## config.mk

```make
export PLATFORM = sky130hd
export DESIGN_NAME = typed_resource_pool_allocator_core
export DESIGN_NICKNAME = d
export VERILOG_FILES = /design/src/sv/trpa_pkg.sv /design/src/sv/trpa_ram.sv /design/src/sv/typed_resource_pool_allocator_core.sv
export SDC_FILE = /design/constraint.sdc
export NUM_CORES = 2
export LEC_CHECK = 0
export ABC_CLOCK_PERIOD_IN_PS = 14000
export BUFFER_PORTS_ARGS = -buffer_cell sky130_fd_sc_hd__buf_2
export CAP_MARGIN = 25
export CORE_AREA = 2 2 315 629
export CTS_BUF_LIST = sky130_fd_sc_hd__clkbuf_16
export DETAILED_ROUTE_END_ITERATION = 8
export DIE_AREA = 0 0 317 631
export PLACE_DENSITY_LB_ADDON = 0.05
export SLEW_MARGIN = 0
export SYNTH_ARGS = -nofsm -noshare
export SYNTH_HDL_FRONTEND = slang
export SYNTH_HIERARCHICAL = 1
export SYNTH_SLANG_ARGS = --single-unit
```

## constraint.sdc

```tcl
create_clock -name clk -period 14 [get_ports clk]
set_input_delay 0.7 -clock clk [delete_from_list [all_inputs] [get_ports clk]]
set_output_delay 0.7 -clock clk [all_outputs]
set_load 0.05 [all_outputs]
```

## src/sv/trpa_pkg.sv

```systemverilog
// Package for the typed resource pool allocator.
// Holds sizes, opcode, status and state codes, and the node entry layout.
// No dependencies.
package trpa_pkg;

    // Pool sizing
    localparam int MAX_NODES = 256;
    localparam int NUM_KINDS = 3;
    localparam int ID_W      = $clog2(MAX_NODES);
    localparam int PTR_W     = ID_W + 1;
    localparam int KIND_W    = 2;

    // Empty stack marker and end of a free list
    localparam logic [PTR_W-1:0] EMPTY_PTR = PTR_W'(MAX_NODES);

    typedef enum logic
    {
        OP_REQUEST = 1'b0,
        OP_RELEASE = 1'b1
    } opcode_t;

    typedef enum logic [2:0]
    {
        ST_REUSED       = 3'd0,
        ST_NEW          = 3'd1,
        ST_RELEASED     = 3'd2,
        ST_ALREADY_FREE = 3'd3,
        ST_BAD          = 3'd4,
        ST_EXHAUSTED    = 3'd5
    } status_t;

    typedef enum logic
    {
        S_IDLE = 1'b0,
        S_EXEC = 1'b1
    } state_t;

    // One node entry in the node memory
    typedef struct packed
    {
        logic [PTR_W-1:0]  link;
        logic [KIND_W-1:0] kind;
        logic              busy;
    } node_entry_t;

    localparam int ENTRY_W = $bits(node_entry_t);

    // True when a kind code names a real kind
    function automatic logic kind_valid(input logic [KIND_W-1:0] k);
        kind_valid = (k < KIND_W'(NUM_KINDS));
    endfunction

endpackage

```

## src/sv/trpa_ram.sv

```systemverilog
// Generic simple dual-port RAM: one write port, one read port.
// Read data is registered and holds while no read is issued.
// No dependencies.
module trpa_ram #(
    parameter int WIDTH  = 8,
    parameter int DEPTH  = 256,
    parameter int ADDR_W = $clog2(DEPTH)
) (
    input  logic              clk,
    input  logic              we,
    input  logic [ADDR_W-1:0] waddr,
    input  logic [WIDTH-1:0]  wdata,
    input  logic              re,
    input  logic [ADDR_W-1:0] raddr,
    output logic [WIDTH-1:0]  rdata
);

    logic [WIDTH-1:0] mem [DEPTH];
    logic [WIDTH-1:0] rdata_reg;

    always_ff @(posedge clk)
    begin
        if (we)
        begin
            mem[waddr] <= wdata;
        end
        if (re)
        begin
            rdata_reg <= mem[raddr];
        end
    end

    assign rdata = rdata_reg;

endmodule

```

## src/sv/typed_resource_pool_allocator_core.sv

```systemverilog
// LIFO free-list pool allocator for nodes of several kinds; request and release
// transactions each give one result transaction. Uses trpa_pkg and trpa_ram.
//
// On acceptance the node memory is read (the kind's stack head for a request, the
// named node for a release); in the update state that follows, the entry is checked,
// written back and the result is loaded into the output register. Because of that
// memory read-then-update loop, no new transaction is accepted until the update of
// the last one is done. A result waiting in the output register does not block the
// next input; the update state waits only if the previous result is still untaken.
// Stack heads and the id counter sit in flip-flops; node links, kinds and busy
// flags sit in one 256-entry memory with no clearing pass after reset.
module typed_resource_pool_allocator_core
    import trpa_pkg::*;
(
    input  logic              clk,
    input  logic              rst_n,
    input  logic              in_valid,
    output logic              in_ready,
    input  logic              opcode,
    input  logic [KIND_W-1:0] node_kind,
    input  logic [ID_W-1:0]   node_id,
    output logic              out_valid,
    input  logic              out_ready,
    output logic [ID_W-1:0]   granted_id,
    output logic              ok,
    output logic [2:0]        status
);

    state_t            state_reg, state_next;
    logic [PTR_W-1:0]  head_reg [NUM_KINDS];
    logic [PTR_W-1:0]  nfi_reg, nfi_next;
    logic              op_reg;
    logic [KIND_W-1:0] kind_reg;
    logic [ID_W-1:0]   id_reg;

    logic              out_valid_reg;
    logic [ID_W-1:0]   gid_reg;
    logic              ok_reg;
    status_t           status_reg;

    logic              in_fire, slot_free, exec_fire;
    logic [PTR_W-1:0]  in_head, req_head, rel_head;
    node_entry_t       rd_entry, wr_entry;
    logic [ENTRY_W-1:0] rd_data;
    logic              mem_we;
    logic [ID_W-1:0]   mem_waddr, mem_raddr;

    logic              head_we;
    logic [KIND_W-1:0] head_wk;
    logic [PTR_W-1:0]  head_wval;
    logic              nfi_inc;
    logic [ID_W-1:0]   res_id;
    logic              res_ok;
    status_t           res_st;

    // Handshake
    assign in_ready  = (state_reg == S_IDLE);
    assign in_fire   = in_valid && in_ready;
    assign slot_free = !out_valid_reg || out_ready;
    assign exec_fire = (state_reg == S_EXEC) && slot_free;

    // Stack head selects: input kind, held kind, kind of the released node
    always_comb
    begin
        in_head  = EMPTY_PTR;
        req_head = EMPTY_PTR;
        rel_head = EMPTY_PTR;
        for (int k = 0; k < NUM_KINDS; k++)
        begin
            if (node_kind == KIND_W'(k))
            begin
                in_head = head_reg[k];
            end
            if (kind_reg == KIND_W'(k))
            begin
                req_head = head_reg[k];
            end
            if (rd_entry.kind == KIND_W'(k))
            begin
                rel_head = head_reg[k];
            end
        end
    end

    // Read address on acceptance
    assign mem_raddr = (opcode == OP_REQUEST) ? in_head[ID_W-1:0] : node_id;

    trpa_ram #(
        .WIDTH (ENTRY_W),
        .DEPTH (MAX_NODES)
    ) u_node_ram (
        .clk   (clk),
        .we    (mem_we),
        .waddr (mem_waddr),
        .wdata (wr_entry),
        .re    (in_fire),
        .raddr (mem_raddr),
        .rdata (rd_data)
    );

    assign rd_entry = node_entry_t'(rd_data);

    // Update decision for the held transaction
    always_comb
    begin
        mem_we    = 1'b0;
        mem_waddr = id_reg;
        wr_entry  = rd_entry;
        head_we   = 1'b0;
        head_wk   = kind_reg;
        head_wval = EMPTY_PTR;
        nfi_inc   = 1'b0;
        res_id    = '0;
        res_ok    = 1'b0;
        res_st    = ST_BAD;
        if (op_reg == OP_REQUEST)
        begin
            if (!kind_valid(kind_reg))
            begin
                res_st = ST_BAD;
            end
            else if (req_head < EMPTY_PTR)
            begin
                // Pop the kind's top node
                mem_we        = 1'b1;
                mem_waddr     = req_head[ID_W-1:0];
                wr_entry.busy = 1'b1;
                head_we       = 1'b1;
                head_wval     = rd_entry.link;
                res_id        = req_head[ID_W-1:0];
                res_ok        = 1'b1;
                res_st        = ST_REUSED;
            end
            else if (nfi_reg >= EMPTY_PTR)
            begin
                res_st = ST_EXHAUSTED;
            end
            else
            begin
                // Create a fresh node
                mem_we        = 1'b1;
                mem_waddr     = nfi_reg[ID_W-1:0];
                wr_entry.link = EMPTY_PTR;
                wr_entry.kind = kind_reg;
                wr_entry.busy = 1'b1;
                nfi_inc       = 1'b1;
                res_id        = nfi_reg[ID_W-1:0];
                res_ok        = 1'b1;
                res_st        = ST_NEW;
            end
        end
        else
        begin
            if ({1'b0, id_reg} >= nfi_reg)
            begin
                res_st = ST_BAD;
            end
            else if (!rd_entry.busy)
            begin
                res_ok = 1'b1;
                res_st = ST_ALREADY_FREE;
            end
            else if (!kind_valid(rd_entry.kind))
            begin
                res_st = ST_BAD;
            end
            else
            begin
                // Push the node onto its kind's stack
                mem_we        = 1'b1;
                mem_waddr     = id_reg;
                wr_entry.link = rel_head;
                wr_entry.busy = 1'b0;
                head_we       = 1'b1;
                head_wk       = rd_entry.kind;
                head_wval     = {1'b0, id_reg};
                res_ok        = 1'b1;
                res_st        = ST_RELEASED;
            end
        end
        if (!exec_fire)
        begin
            mem_we  = 1'b0;
            head_we = 1'b0;
            nfi_inc = 1'b0;
        end
    end

    assign nfi_next = nfi_inc ? nfi_reg + PTR_W'(1) : nfi_reg;

    // Next state
    always_comb
    begin
        state_next = state_reg;
        case (state_reg)
            S_IDLE:
            begin
                if (in_fire)
                begin
                    state_next = S_EXEC;
                end
            end
            S_EXEC:
            begin
                if (slot_free)
                begin
                    state_next = S_IDLE;
                end
            end
            default:
            begin
                state_next = S_IDLE;
            end
        endcase
    end

    // Control state
    always_ff @(posedge clk or negedge rst_n)
    begin
        if (!rst_n)
        begin
            state_reg     <= S_IDLE;
            nfi_reg       <= '0;
            out_valid_reg <= 1'b0;
            for (int k = 0; k < NUM_KINDS; k++)
            begin
                head_reg[k] <= EMPTY_PTR;
            end
        end
        else
        begin
            state_reg <= state_next;
            nfi_reg   <= nfi_next;
            if (exec_fire)
            begin
                out_valid_reg <= 1'b1;
            end
            else if (out_ready)
            begin
                out_valid_reg <= 1'b0;
            end
            for (int k = 0; k < NUM_KINDS; k++)
            begin
                if (head_we && (head_wk == KIND_W'(k)))
                begin
                    head_reg[k] <= head_wval;
                end
            end
        end
    end

    // Held transaction and result payload
    always_ff @(posedge clk)
    begin
        if (in_fire)
        begin
            op_reg   <= opcode;
            kind_reg <= node_kind;
            id_reg   <= node_id;
        end
        if (exec_fire)
        begin
            gid_reg    <= res_id;
            ok_reg     <= res_ok;
            status_reg <= res_st;
        end
    end

    assign out_valid  = out_valid_reg;
    assign granted_id = gid_reg;
    assign ok         = ok_reg;
    assign status     = status_reg;

endmodule

```

==> impl_metrics.json <==
{
  "routedWlPerCell_um": 36.7,
  "worstSetupEndpointType": "flip-flop",
  "cts_setup_buffers": 0,
  "power_density_mw_per_mm2": 171,
  "clk_latency_ns": 0.83,
  "ant_nets": 0,
  "fp.dieH_um": 631,
  "core_area_mm2": 0.195,
  "syn_avg_cell_area_um2": 21.0,
  "peakVddDrop_v": 0.000151,
  "routabilityCongestion": 0.946,
  "synth_edf_count": 3107,
  "max_freq_mhz": 163,
  "worstPathRequired_ns": 14.53,
  "syn_area_mm2": 0.122,
  "fin_skew_ns": 0.0319,
  "num_io_pins": 29,
  "cp_max_fo": 18,
  "cts.sinks": 3145,
  "dr.pass1.iters": 8,
  "drt_iter0_markers": 7981,
  "cts_tree": "done",
  "layout_commonest_cell": "edfxtp_1",
  "largest_register_ffs": 3072,
  "cts_resized": 0,
  "stdcell_area_mm2": 0.136,
  "ys.flop_type": "edfxtp_1",
  "grt_pass1_wl_um": 464000,
  "area.growth.synth_to_final_pct": 11.3,
  "total_power_mw": 23.3,
  "first_global_vias": 62000,
  "dp_cells": 8454,
  "drv_slew": 0,
  "cts_hold_buf": 1,
  "path_class": "flip-flop to flip-flop",
  "grt_max_degree": 172,
  "slew_headroom_pct": 15.3,
  "final_cell_mix": "edfxtp_1 (3107), mux4_2 (636), buf_4 (313)",
  "grt_use_total_pct": 33.4,
  "period_needed_ns": 6.15,
  "die_area_mm2": 0.200,
  "cts_root_buf": "clkbuf_16",
  "clk_pin_slew_ns": 0.07,
  "cts_buffer_depth": 4,
  "nets": 6227,
  "layout-drive-gt1-share_pct": 25.0,
  "yosys-top-cells-area": "edfxtp_1 (76%), mux4_2 (12%), mux2i_1 (2.0%)",
  "cp_cell_sequence": "nor2b_1 -> buf_4 -> o2bb2ai_4 -> nor2b_1 -> buf_4 -> a22o_1 -> a21oi_1 -> inv_1 -> nor2b_1 -> nand3_1 -> buf_4 -> nor2_1 -> buf_6",
  "hold_path.class": "primary input to flip-flop",
  "num_rows": 230,
  "leakagePower_nw": 43.2,
  "finalHoldViolations": 0,
  "die_w_um": 317,
  "initial_utilization_pct": 62.6,
  "cpPeakStageDelay_ns": 0.96,
  "startpoint_type": "flip-flop",
  "netlist.area_leader.share_pct": 76.2,
  "synth_fp_nets": 5866,
  "wl_um": 329000,
  "htree_levels": 5,
  "power_frac_clock_pct": 32.2,
  "worst_slew_pin_slew_ns": 1.27,
  "synth_area_leader_cell": "edfxtp_1",
  "syn_inst": 5842,
  "setup_ws_ns": 7.85,
  "status": "finished clean",
  "holdWs_ns": 0.0526,
  "fin_cells": 8955,
  "ys_async_sr_fraction_pct": 1.21,
  "p_sw_mw": 6.43,
  "seq_power_share_pct": 50.2,
  "drv_cap": 0,
  "yosysSeqAreaShare_pct": 77.0,
  "gr-total-overflow": 0,
  "setup-violations-final": 0,
  "ys_seq_elements": 3145,
  "swShare_pct": 27.6,
  "synthDistinctLibCells": 79,
  "avgViaCountPerCell": 6.94,
  "place_ws_ns": 7.21,
  "yosys_warnings": 6,
  "rsz0062_at_grt": "no",
  "cts_buffers": 273,
  "utilization_pct": 69.8,
  "via_count": 62200,
  "hpwlAfterDp_um": 209000,
  "portBuffers": 28,
  "antenna_found_initial": 5,
  "pwr-share-comb_pct": 17.6,
  "setup_tns_ns": 0,
  "crit_path_top_delay_cell": "a21oi_1",
  "placed_cell_area_mm2": 0.127,
  "power.internal_mw": 16.8,
  "route.detailed.drc": 0,
  "worstPathArrival_ns": 6.69,
  "min_period_over_period_pct": 43.9
}
-- Yosys cell counts (41+ instances only) --
| cell type | n |
|---|---|
| edfxtp_1 | 3107 |
| mux4_2 | 636 |
| nor2_1 | 316 |
| mux2i_1 | 248 |
| a22oi_1 | 216 |
| clkbuf_1 | 161 |
| a21oi_1 | 141 |
| o22ai_1 | 90 |
| buf_2 | 77 |
| nand2_1 | 67 |
| o221ai_1 | 53 |
| o21ai_0 | 51 |
| a22o_1 | 43 |
| nor2b_1 | 41 |
-- critical path: cells and delay by family, from the launching register on --
kind,cells,cell delay [ns]
AO/OA/AOI/OAI,3,1.34
buffers and inverters,5,1.57
flip-flops,1,0.58
AND/OR/NAND/NOR,5,2.34
-- cell type report --
| class | count | area [um^2] |
|---|---|---|
| multi-input cells | 2305 | 26100 |
| diodes | 6 | 15.0 |
| clock inverters | 191 | 1730 |
| repair buffers | 443 | 3910 |
| fillers | 11800 | 59100 |
| well taps | 2552 | 3190 |
| clock buffers | 278 | 6960 |
| flip-flops and latches | 3145 | 94300 |
| inverters | 35 | 131 |
-- per-layer routing --
| layer | up-vias | wire [um] | GRT usage, % |
|---|---|---|---|
| li1 | 25200 | - | - |
| met1 | 32700 | 114000 | 43.9 |
| met2 | 3642 | 161000 | 53.2 |
| met3 | 696 | 29900 | 5.32 |
| met4 | 4 | 24100 | 19.9 |
| met5 | - | 23 | 0 |
-- power groups by stage --
| stage | Clock (mW) | Sequential (mW) | Combinational, mW |
|---|---|---|---|
| 2_1_floorplan | 0 | 12.1 | 2.20 |
| 3_3_place_gp | 0 | 11.9 | 3.83 |
| 3_5_place_dp | 0 | 11.9 | 3.98 |
| 4_1_cts | 7.57 | 11.7 | 3.99 |
| 5_1_grt | 7.90 | 11.7 | 4.24 |
| 6_report | 7.49 | 11.7 | 4.09 |
-- kinds of logic after synthesis --
group | count (synthesis) | share of synthesized area (%)
AO/OA/AOI/OAI | 728 | 4.20
XOR/XNOR | 7 | 0.0501
adder cells (fa/ha/maj) | 9 | 0.0920
buffers and inverters | 392 | 1.95
flip-flops | 3145 | 77.0
multiplexers | 947 | 14.3
AND/OR/NAND/NOR | 614 | 2.38
-- path summary, 6_finish.rpt --
check	cells past startpoint	from	end	slack, ns
hold reg to reg	2	out_valid	out_valid	0.54
hold / removal	1	node_id[5]	id_reg[5]	0.05
min in group asynchronous	2	rst_n	out_valid	0.54
max in group asynchronous	2	rst_n	nfi_reg[4]	12.91
setup / recovery	13	kind_reg[0]	u_node_ram/mem[90][9]	7.85
setup reg to reg	13	kind_reg[0]	u_node_ram/mem[90][9]	7.85
Power figures use the tool's default switching activity.
